[src/rtl/crps_pkg.sv]
// ----------------------------------------------------------------------------
// crps_pkg
// Shared types and constants for the credit refill process scheduler.
// ----------------------------------------------------------------------------
`default_nettype none

package crps_pkg;

  // default table depth
  localparam int unsigned NUM_ENTRIES_DEF = 16;

  // fixed field widths
  localparam int unsigned ENTRY_W  = 4;
  localparam int unsigned ACTION_W = 2;
  localparam int unsigned PRIO_W   = 16;
  localparam int unsigned UPTIME_W = 32;
  localparam int unsigned CFG_IDX_W = 1;
  localparam int unsigned CFG_DATA_W = 4;

  // configuration register indexes
  localparam logic [CFG_IDX_W-1:0] CFG_CLOCK_ENTRY = 1'd0;
  localparam logic [CFG_IDX_W-1:0] CFG_IDLE_ENTRY  = 1'd1;

  // configuration reset values
  localparam logic [ENTRY_W-1:0] CLOCK_ENTRY_RST = 4'd1;
  localparam logic [ENTRY_W-1:0] IDLE_ENTRY_RST  = 4'd0;

  // input actions
  typedef enum logic [ACTION_W-1:0] {
    ACT_TICK     = 2'd0,
    ACT_UPDATE   = 2'd1,
    ACT_RESCHED  = 2'd2,
    ACT_NOP      = 2'd3
  } action_t;

endpackage

`default_nettype wire

[src/rtl/credit_refill_process_scheduler.sv]
// ----------------------------------------------------------------------------
// credit_refill_process_scheduler
// Credit refill priority scheduler with a sequenced scan over the entry table.
// ----------------------------------------------------------------------------
// Usage
//   Input channel (in_valid / in_stall) carries one beat per action: tick,
//   entry update or forced reschedule. Result channel (out_valid / out_stall)
//   returns exactly one beat per input beat: the running entry, uptime and
//   the reschedule / refill / idle flags.
//   The configuration port writes the clock and idle entry indexes; write it
//   only while no beat is in flight.
// Sequencing
//   Update and unused actions: accept, then S_DONE loads the result register.
//   A tick that keeps its entry: S_TICK writes the decremented credit, then S_DONE.
//   A reschedule is a scan pass over the table, optionally followed by a
//   refill pass and a second scan. One credit comparator and one table
//   read port are shared by every pass, so one beat is worked at a time
//   and in_stall stays high until its result is loaded.
// Reset
//   Synchronous: all ready flags and credits read as zero, uptime is zero,
//   the running entry is zero. No clearing pass is needed.
// Back pressure
//   While out_stall holds a result, the finished next result waits inside and
//   no new beat is accepted.
// ----------------------------------------------------------------------------
`default_nettype none

module credit_refill_process_scheduler #(
  parameter int unsigned NUM_ENTRIES = crps_pkg::NUM_ENTRIES_DEF
) (
  input  wire logic                              clk,
  input  wire logic                              rst_n,
  // configuration port
  input  wire logic                              cfg_we,
  input  wire logic [crps_pkg::CFG_IDX_W-1:0]    cfg_index,
  input  wire logic [crps_pkg::CFG_DATA_W-1:0]   cfg_wdata,
  // input channel
  input  wire logic                              in_valid,
  output logic                                   in_stall,
  input  wire logic [crps_pkg::ACTION_W-1:0]     in_action,
  input  wire logic [crps_pkg::ENTRY_W-1:0]      in_entry_index,
  input  wire logic                              in_ready_req,
  input  wire logic [crps_pkg::PRIO_W-1:0]       in_priority_req,
  // result channel
  output logic                                   out_valid,
  input  wire logic                              out_stall,
  output logic [crps_pkg::ENTRY_W-1:0]           out_chosen_index,
  output logic [crps_pkg::UPTIME_W-1:0]          out_uptime,
  output logic                                   out_rescheduled,
  output logic                                   out_refilled,
  output logic                                   out_idle_fallback
);

  localparam int unsigned IDX_W = (NUM_ENTRIES > 1) ? $clog2(NUM_ENTRIES) : 1;
  localparam int unsigned PW    = IDX_W + 1;
  localparam int unsigned CW    = (IDX_W + 1 > crps_pkg::ENTRY_W + 1) ?
                                  IDX_W + 1 : crps_pkg::ENTRY_W + 1;
  localparam int unsigned EW    = crps_pkg::ENTRY_W;
  localparam int unsigned PRW   = crps_pkg::PRIO_W;

  typedef enum logic [4:0] {
    S_IDLE   = 5'b00001,
    S_TICK   = 5'b00010,
    S_SCAN   = 5'b00100,
    S_REFILL = 5'b01000,
    S_DONE   = 5'b10000
  } state_t;

  // control state
  state_t                   state_r, state_nxt;
  logic [PW-1:0]            ptr_r, ptr_nxt;
  logic                     ev_v_r, ev_v_nxt;
  logic [IDX_W-1:0]         ev_k_r, ev_k_nxt;
  logic [PRW-1:0]           best_c_r, best_c_nxt;
  logic [IDX_W-1:0]         best_k_r, best_k_nxt;
  logic                     best_f_r, best_f_nxt;
  logic                     any_r, any_nxt;
  logic                     pass_r, pass_nxt;
  logic                     did_r, did_nxt;
  logic                     refl_r, refl_nxt;
  logic                     idfb_r, idfb_nxt;
  logic [EW-1:0]            running_r, running_nxt;
  logic [crps_pkg::UPTIME_W-1:0] tick_r, tick_nxt;
  logic [EW-1:0]            clock_r, clock_nxt;
  logic [EW-1:0]            idle_r, idle_nxt;
  logic [NUM_ENTRIES-1:0]   ready_r, ready_nxt;
  logic [NUM_ENTRIES-1:0]   cvalid_r, cvalid_nxt;

  // result register
  logic                     out_valid_r, out_valid_nxt;
  logic [EW-1:0]            out_chosen_r, out_chosen_nxt;
  logic [crps_pkg::UPTIME_W-1:0] out_uptime_r, out_uptime_nxt;
  logic                     out_resch_r, out_resch_nxt;
  logic                     out_refl_r, out_refl_nxt;
  logic                     out_idfb_r, out_idfb_nxt;

  // table memories
  logic [PRW-1:0]           cred_mem [NUM_ENTRIES];
  logic [PRW-1:0]           prio_mem [NUM_ENTRIES];
  logic [PRW-1:0]           cred_q_r;
  logic [PRW-1:0]           prio_q_r;
  logic [IDX_W-1:0]         rd_addr;
  logic                     cw_en;
  logic [IDX_W-1:0]         cw_addr;
  logic [PRW-1:0]           cw_data;
  logic                     pw_en;
  logic [IDX_W-1:0]         pw_addr;

  // helpers
  logic                     in_acc;
  logic [CW-1:0]            run_ext;
  logic [CW-1:0]            upd_ext;
  logic [CW-1:0]            clock_ext;
  logic [CW-1:0]            idle_ext;
  logic [CW-1:0]            evk_ext;
  logic [CW-1:0]            bestk_ext;
  logic [IDX_W-1:0]         run_idx;
  logic                     run_in_tbl;
  logic                     upd_in_tbl;
  logic                     issue;
  logic                     pass_end;
  logic                     eligible;
  logic [PRW-1:0]           ev_credit;
  logic [PRW-1:0]           run_credit;
  logic [PRW-1:0]           dec_credit;
  logic                     start_scan;
  logic                     scan_pass;

  assign in_acc     = in_valid && !in_stall;
  assign run_ext    = {{(CW-EW){1'b0}}, running_r};
  assign upd_ext    = {{(CW-EW){1'b0}}, in_entry_index};
  assign clock_ext  = {{(CW-EW){1'b0}}, clock_r};
  assign idle_ext   = {{(CW-EW){1'b0}}, idle_r};
  assign evk_ext    = {{(CW-IDX_W){1'b0}}, ev_k_r};
  assign bestk_ext  = {{(CW-IDX_W){1'b0}}, best_k_r};
  assign run_idx    = run_ext[IDX_W-1:0];
  assign run_in_tbl = run_ext < CW'(NUM_ENTRIES);
  assign upd_in_tbl = upd_ext < CW'(NUM_ENTRIES);
  assign issue      = ptr_r < PW'(NUM_ENTRIES);
  assign pass_end   = !issue && !ev_v_r;

  // shared compare path: the entry coming out of the read stage
  assign eligible   = ready_r[ev_k_r] && (evk_ext != clock_ext) && (evk_ext != idle_ext);
  assign ev_credit  = cvalid_r[ev_k_r] ? cred_q_r : '0;
  assign run_credit = cvalid_r[run_idx] ? cred_q_r : '0;
  assign dec_credit = (run_credit != '0) ? run_credit - PRW'(1) : '0;

  // one read address for both tables
  always_comb begin
    if (state_r == S_SCAN || state_r == S_REFILL) begin
      rd_addr = ptr_r[IDX_W-1:0];
    end else begin
      rd_addr = run_idx;
    end
  end

  // credit table
  always_ff @(posedge clk) begin
    if (cw_en) begin
      cred_mem[cw_addr] <= cw_data;
    end
    cred_q_r <= cred_mem[rd_addr];
  end

  // priority table
  always_ff @(posedge clk) begin
    if (pw_en) begin
      prio_mem[pw_addr] <= in_priority_req;
    end
    prio_q_r <= prio_mem[rd_addr];
  end

  // sequencer
  always_comb begin
    state_nxt      = state_r;
    ptr_nxt        = ptr_r;
    ev_v_nxt       = ev_v_r;
    ev_k_nxt       = ev_k_r;
    best_c_nxt     = best_c_r;
    best_k_nxt     = best_k_r;
    best_f_nxt     = best_f_r;
    any_nxt        = any_r;
    pass_nxt       = pass_r;
    did_nxt        = did_r;
    refl_nxt       = refl_r;
    idfb_nxt       = idfb_r;
    running_nxt    = running_r;
    tick_nxt       = tick_r;
    clock_nxt      = clock_r;
    idle_nxt       = idle_r;
    ready_nxt      = ready_r;
    cvalid_nxt     = cvalid_r;
    out_valid_nxt  = out_valid_r && out_stall;
    out_chosen_nxt = out_chosen_r;
    out_uptime_nxt = out_uptime_r;
    out_resch_nxt  = out_resch_r;
    out_refl_nxt   = out_refl_r;
    out_idfb_nxt   = out_idfb_r;
    cw_en          = 1'b0;
    cw_addr        = ev_k_r;
    cw_data        = prio_q_r;
    pw_en          = 1'b0;
    pw_addr        = upd_ext[IDX_W-1:0];
    start_scan     = 1'b0;
    scan_pass      = 1'b0;

    // configuration writes
    if (cfg_we) begin
      unique case (cfg_index)
        crps_pkg::CFG_CLOCK_ENTRY: clock_nxt = cfg_wdata;
        crps_pkg::CFG_IDLE_ENTRY:  idle_nxt  = cfg_wdata;
        default: ;
      endcase
    end

    unique case (state_r)
      S_IDLE: begin
        if (in_acc) begin
          did_nxt  = 1'b0;
          refl_nxt = 1'b0;
          idfb_nxt = 1'b0;
          case (in_action)
            crps_pkg::ACT_TICK: begin
              tick_nxt = tick_r + 1'b1;
              if (run_in_tbl) begin
                state_nxt = S_TICK;
              end else begin
                did_nxt    = 1'b1;
                start_scan = 1'b1;
              end
            end
            crps_pkg::ACT_UPDATE: begin
              if (upd_in_tbl) begin
                ready_nxt[upd_ext[IDX_W-1:0]] = in_ready_req;
                pw_en = 1'b1;
              end
              state_nxt = S_DONE;
            end
            crps_pkg::ACT_RESCHED: begin
              did_nxt    = 1'b1;
              start_scan = 1'b1;
            end
            default: state_nxt = S_DONE;
          endcase
        end
      end

      // running entry credit came back: take one, reschedule at zero
      S_TICK: begin
        cw_en   = 1'b1;
        cw_addr = run_idx;
        cw_data = dec_credit;
        cvalid_nxt[run_idx] = 1'b1;
        if (dec_credit == '0) begin
          did_nxt    = 1'b1;
          start_scan = 1'b1;
        end else begin
          state_nxt = S_DONE;
        end
      end

      // best credit search, one entry per cycle
      S_SCAN: begin
        if (issue) begin
          ptr_nxt = ptr_r + 1'b1;
        end
        ev_v_nxt = issue;
        ev_k_nxt = ptr_r[IDX_W-1:0];
        if (ev_v_r && eligible) begin
          any_nxt = 1'b1;
          if (ev_credit > best_c_r) begin
            best_c_nxt = ev_credit;
            best_k_nxt = ev_k_r;
            best_f_nxt = 1'b1;
          end
        end
        if (pass_end) begin
          if (best_f_r) begin
            running_nxt = bestk_ext[EW-1:0];
            state_nxt   = S_DONE;
          end else if (!pass_r) begin
            refl_nxt  = 1'b1;
            ptr_nxt   = '0;
            ev_v_nxt  = 1'b0;
            state_nxt = S_REFILL;
          end else begin
            running_nxt = idle_r;
            idfb_nxt    = 1'b1;
            state_nxt   = S_DONE;
          end
        end
      end

      // reload credit of every ready entry from its priority
      S_REFILL: begin
        if (issue) begin
          ptr_nxt = ptr_r + 1'b1;
        end
        ev_v_nxt = issue;
        ev_k_nxt = ptr_r[IDX_W-1:0];
        if (ev_v_r && ready_r[ev_k_r]) begin
          cw_en = 1'b1;
          cvalid_nxt[ev_k_r] = 1'b1;
        end
        if (pass_end) begin
          if (any_r) begin
            start_scan = 1'b1;
            scan_pass  = 1'b1;
          end else begin
            running_nxt = idle_r;
            idfb_nxt    = 1'b1;
            state_nxt   = S_DONE;
          end
        end
      end

      // hand the result to the output register once it is free
      S_DONE: begin
        if (!out_valid_r || !out_stall) begin
          out_valid_nxt  = 1'b1;
          out_chosen_nxt = running_r;
          out_uptime_nxt = tick_r;
          out_resch_nxt  = did_r;
          out_refl_nxt   = refl_r;
          out_idfb_nxt   = idfb_r;
          state_nxt      = S_IDLE;
        end
      end

      default: state_nxt = S_IDLE;
    endcase

    // scan setup
    if (start_scan) begin
      ptr_nxt    = '0;
      ev_v_nxt   = 1'b0;
      best_c_nxt = '0;
      best_k_nxt = '0;
      best_f_nxt = 1'b0;
      pass_nxt   = scan_pass;
      if (!scan_pass) begin
        any_nxt = 1'b0;
      end
      state_nxt  = S_SCAN;
    end
  end

  // control registers
  always_ff @(posedge clk) begin
    if (!rst_n) begin
      state_r     <= S_IDLE;
      ptr_r       <= '0;
      ev_v_r      <= 1'b0;
      best_f_r    <= 1'b0;
      any_r       <= 1'b0;
      pass_r      <= 1'b0;
      did_r       <= 1'b0;
      refl_r      <= 1'b0;
      idfb_r      <= 1'b0;
      running_r   <= '0;
      tick_r      <= '0;
      clock_r     <= crps_pkg::CLOCK_ENTRY_RST;
      idle_r      <= crps_pkg::IDLE_ENTRY_RST;
      ready_r     <= '0;
      cvalid_r    <= '0;
      out_valid_r <= 1'b0;
    end else begin
      state_r     <= state_nxt;
      ptr_r       <= ptr_nxt;
      ev_v_r      <= ev_v_nxt;
      best_f_r    <= best_f_nxt;
      any_r       <= any_nxt;
      pass_r      <= pass_nxt;
      did_r       <= did_nxt;
      refl_r      <= refl_nxt;
      idfb_r      <= idfb_nxt;
      running_r   <= running_nxt;
      tick_r      <= tick_nxt;
      clock_r     <= clock_nxt;
      idle_r      <= idle_nxt;
      ready_r     <= ready_nxt;
      cvalid_r    <= cvalid_nxt;
      out_valid_r <= out_valid_nxt;
    end
  end

  // payload registers
  always_ff @(posedge clk) begin
    ev_k_r       <= ev_k_nxt;
    best_c_r     <= best_c_nxt;
    best_k_r     <= best_k_nxt;
    out_chosen_r <= out_chosen_nxt;
    out_uptime_r <= out_uptime_nxt;
    out_resch_r  <= out_resch_nxt;
    out_refl_r   <= out_refl_nxt;
    out_idfb_r   <= out_idfb_nxt;
  end

  // ports
  assign in_stall          = (state_r != S_IDLE);
  assign out_valid         = out_valid_r;
  assign out_chosen_index  = out_chosen_r;
  assign out_uptime        = out_uptime_r;
  assign out_rescheduled   = out_resch_r;
  assign out_refilled      = out_refl_r;
  assign out_idle_fallback = out_idfb_r;

  // idle fallback only comes out of a reschedule that refilled
  a_idle_fb_path: assert property (@(posedge clk) disable iff (!rst_n)
    (out_valid_r && out_idfb_r) |-> (out_resch_r && out_refl_r))
    else $error("idle fallback without reschedule and refill");

  // a refill never happens without a scan
  a_refill_needs_scan: assert property (@(posedge clk) disable iff (!rst_n)
    (out_valid_r && !out_resch_r) |-> (!out_refl_r && !out_idfb_r))
    else $error("refill flagged on a beat without a scan");

  // scan pointer never runs past the table depth
  a_ptr_range: assert property (@(posedge clk) disable iff (!rst_n)
    ptr_r <= PW'(NUM_ENTRIES))
    else $error("scan pointer past table end");

  // a second scan only starts after a refill pass
  a_second_scan: assert property (@(posedge clk) disable iff (!rst_n)
    ((state_r == S_SCAN) && pass_r) |-> refl_r)
    else $error("second scan without refill");

endmodule

`default_nettype wire
[config.mk]
export PLATFORM = sky130hd
export DESIGN_NAME = credit_refill_process_scheduler
export DESIGN_NICKNAME = d
export VERILOG_FILES = /design/src/rtl/crps_pkg.sv /design/src/rtl/credit_refill_process_scheduler.sv
export SDC_FILE = /design/constraint.sdc
export NUM_CORES = 1
export LEC_CHECK = 0
export ABC_AREA = 1
export BUFFER_PORTS_ARGS = -buffer_cell sky130_fd_sc_hd__buf_2
export CORE_AREA = 2 2 281 283
export CTS_CLUSTER_SIZE = 25
export DETAILED_ROUTE_END_ITERATION = 8
export DIE_AREA = 0 0 283 285
export HOLD_SLACK_MARGIN = 0.05
export REMOVE_ABC_BUFFERS = 1
export SYNTH_ARGS = -nofsm -noshare
export SYNTH_HDL_FRONTEND = slang
export SYNTH_SLANG_ARGS = --single-unit
[constraint.sdc]
create_clock -name clk -period 3.7 [get_ports clk]
set_input_delay 0.74 -clock clk [delete_from_list [all_inputs] [get_ports clk]]
set_output_delay 0.74 -clock clk [all_outputs]
set_load 0.02 [all_outputs]
==> impl_metrics.env <==
export IMPL_status="completed"
export IMPL_endpoint_kind="flop"
export IMPL_cp_num_buf_inv=4
export IMPL_netlist_area_sq_um=28600
export IMPL_gp_congestion=0.884
export IMPL_critPathMaxStageDelay_ns=0.54
export IMPL_finClkSkew_ns=0.0321
export IMPL_syn_inst=2530
export IMPL_fp_dieArea_sq_um=80700
export IMPL_drc_errors=0
export IMPL_fillers=7252
export IMPL_gr_total_overflow=0
export IMPL_crit_path_frequent_cell="nand2_1"
export IMPL_h_tree_depth=3
export IMPL_via_per_inst=5.36
export IMPL_core_area_sq_um=78000
export IMPL_timing_hold_worst_class="input port to flop"
export IMPL_grt_pass1_wl_um=118000
export IMPL_report_final_slew_viol_count=0
export IMPL_ir_drop_mv=0.488
export IMPL_cellPowerDensity_nw_per_um2=489
export IMPL_finalCriticalPeriod_ns=3.66
export IMPL_ys_warnings_count=0
export IMPL_first_pass_iters=6
export IMPL_final_common_cell="edfxtp_1"
export IMPL_cts_tree="built"
export IMPL_dieWidth_um=283
export IMPL_synth_seq_cells=701
export IMPL_avgSynthCellArea_sq_um=11.3
export IMPL_leakage_uw=0.0112
export IMPL_rows=103
export IMPL_maxCapViolations=0
export IMPL_instances_no_fill=3758
export IMPL_fin_nets=2698
export IMPL_finalPower_uw=16300
export IMPL_slew_limit_headroom_pct=39.6
export IMPL_fin_util_pct=42.7
export IMPL_final_seq_area_sq_um=19600
export IMPL_cp_arrival_ns=4.14
export IMPL_vias=20155
export IMPL_io_pins=74
export IMPL_path_max_fanout=7
export IMPL_slowest_stage="edfxtp_1"
export IMPL_postCtsHoldBufs=0
export IMPL_cts_buffers=75
export IMPL_synth_seq_area_share_pct=68.6
export IMPL_multi_input_area_sq_um=8000
export IMPL_setup_slack_ns=0.0435
export IMPL_synth_distinct_cells=54
export IMPL_whs_ns=0.390
export IMPL_finalCritPeriodShare_pct=98.8
export IMPL_pre_cts_ws_ns=-0.175
export IMPL_wl_per_cell_um=20.8
export IMPL_worstSkewPairLatency_ns=0.63
export IMPL_cts_max_path_buffers=3
export IMPL_finalSetupViolCount=0
export IMPL_drtAntennaViolNets=0
export IMPL_drt_wl_total_um=78300
export IMPL_worst_slew_pin_slew_ns=0.898
export IMPL_numPortBuffers=73
export IMPL_area_growth_pct=16.6
export IMPL_critPathTopFamily="simple AND/OR/NAND/NOR gates"
export IMPL_drt_iter0_markers=1800
export IMPL_crit_chain="nor2_4, inv_1, o21ai_0, o21ai_0, nand4_1, clkinvlp_4, buf_4, nor2_1, ha_1, nand2_1, nor2_1, a211oi_2, o221ai_1, nand2_1, a31oi_2, nand2_2, clkinvlp_4, nand2_1, a21oi_1"
export IMPL_dpl_hpwl_um=46600
export IMPL_grt_usage_pct=19.0
export IMPL_clock_root_buffer="clkbuf_16"
export IMPL_fp_dieH_um=285
export IMPL_max_freq_mhz=273
export IMPL_clkSlewWorstSetupHoldPaths_ns=0.06
export IMPL_grt_pass1_vias=19676
export IMPL_final_cell_mix="edfxtp_1, nor2_1, o21ai_0, nand2_1"
export IMPL_path_class="flop to flop"
export IMPL_cts_sinks=701
export IMPL_timing_hold_violations_final=0
export IMPL_layout_drive_gt1_share_pct=13.9
export IMPL_required_ns=4.18
export IMPL_initial_core_util_pct=36.6
export IMPL_startpoint_type="flop"
export IMPL_grt_max_degree=129
export IMPL_placed_cells=3609
export IMPL_antenna_cells=0
export IMPL_antenna_found_initial=3
worst min-delay path: stages:
cell    delay, ns
buf_2        0.10
nor2_1       0.04
nor2_1       0.08
per-layer routing:
| layer | up-vias | global-route usage, % | share of wire, % |
|---|---|---|---|
| met5 | - | 0 | 0.036 |
| li1 | 9360 | - | - |
| met2 | 654 | 31.7 | 48 |
| met1 | 10015 | 25.5 | 44 |
| met4 | 6 | 5.17 | 2.2 |
| met3 | 120 | 3.38 | 6.2 |
sequential cells by signal, indices dropped and copies added, names as in the netlist, 4 cells and up:
register          flops
idle_r                4
tick_r               32
out_chosen_index      4
ev_k_r                4
prio_q_r             16
state_r               5
best_c_r             16
ptr_r                 5
run_idx               4
prio_mem            256
cred_mem            256
ready_r              16
clock_r               4
best_k_r              4
cvalid_r             16
out_uptime           32
cred_q_r             16
worst paths after layout:
path | startpoint | to | slack (ns) | depth (start not counted)
worst min-delay path | cfg_wdata[1] | clock_r[1] | 0.39 | 3
worst min register to register | idfb_r | out_idle_fallback | 0.43 | 0
worst max register to register | ev_k_r[1] | best_c_r[12] | 0.04 | 19
worst max-delay path | ev_k_r[1] | best_c_r[12] | 0.04 | 19
cell usage after synthesis (all sizes together):
cell / instances / area [sq um]
a211oi: 4 / 30.0
a221oi: 1 / 8.76
and2: 1 / 6.26
a22oi: 2 / 15.0
nor3: 33 / 170
nand3b: 2 / 15.0
inv: 157 / 589
a21oi: 85 / 425
xnor2: 3 / 26.3
nand3: 91 / 465
nor4: 9 / 92.6
o21ai: 346 / 1760
a31oi: 6 / 37.5
nand2: 286 / 1120
o21a: 3 / 22.5
a22o: 1 / 8.76
o41ai: 6 / 52.6
o211ai: 36 / 270
o31ai: 1 / 7.51
edfxtp: 555 / 16700
o311ai: 1 / 8.76
clkinv: 2 / 7.51
clkbuf: 107 / 403
o21bai: 5 / 37.5
a311oi: 1 / 8.76
nor2: 422 / 1620
dfxtp: 146 / 2920
buf: 27 / 149
o32ai: 1 / 8.76
nand4: 16 / 121
nor3b: 1 / 7.51
o22ai: 49 / 307
ha: 19 / 238
o221ai: 93 / 815
xor2: 12 / 105
stage by stage:
stage / TNS (ns) / instance area [sq um]
after floorplan: -227.70 / 28000
after global placement: -0.828 / 30700
after detailed placement: -2.54 / 30700
after CTS: 0 / 33200
after global routing: -1.44 / 33300
final: 0 / 33300
final cells by class:
type / count / area share (%)
clock buffer: 113 / 6.56
inverter: 159 / 1.83
sequential: 701 / 58.8
clock inverter: 26 / 0.767
tap: 1050 / 3.95
multi-input combinational: 1536 / 24.0
timing repair buffer: 170 / 3.94
timing repair inverter: 3 / 0.0677
power by group:
| group | total, uW | switching [uW] | internal [uW] |
|---|---|---|---|
| Sequential | 8540 | 28.2 | 8510 |
| Clock | 7400 | 3080 | 4320 |
| Combinational | 337 | 247 | 89.8 |
| Total | 16300 | 3360 | 12900 |
timing repair:
action / CTS / global route
pin swaps: 0 / 4
gates cloned: 0 / 3
resized for setup: 6 / 20
buffers inserted: 2 / 5
endpoints found under the setup margin: 26 / 30
cells by family (layout without fill, tap and decap cells):
kind of cell	count (synthesis)	in the layout	synth area share [%]
AOI/OAI and AO/OA	641	641	13.4
DFF	701	701	68.6
and+or+nand+nor	861	861	12.7
buffers and inverters	293	471	4.02
adders and majority gates	19	19	0.833
xor gates and xnor gates	15	15	0.460
No activity file was read; power rests on OpenSTA's default activity.
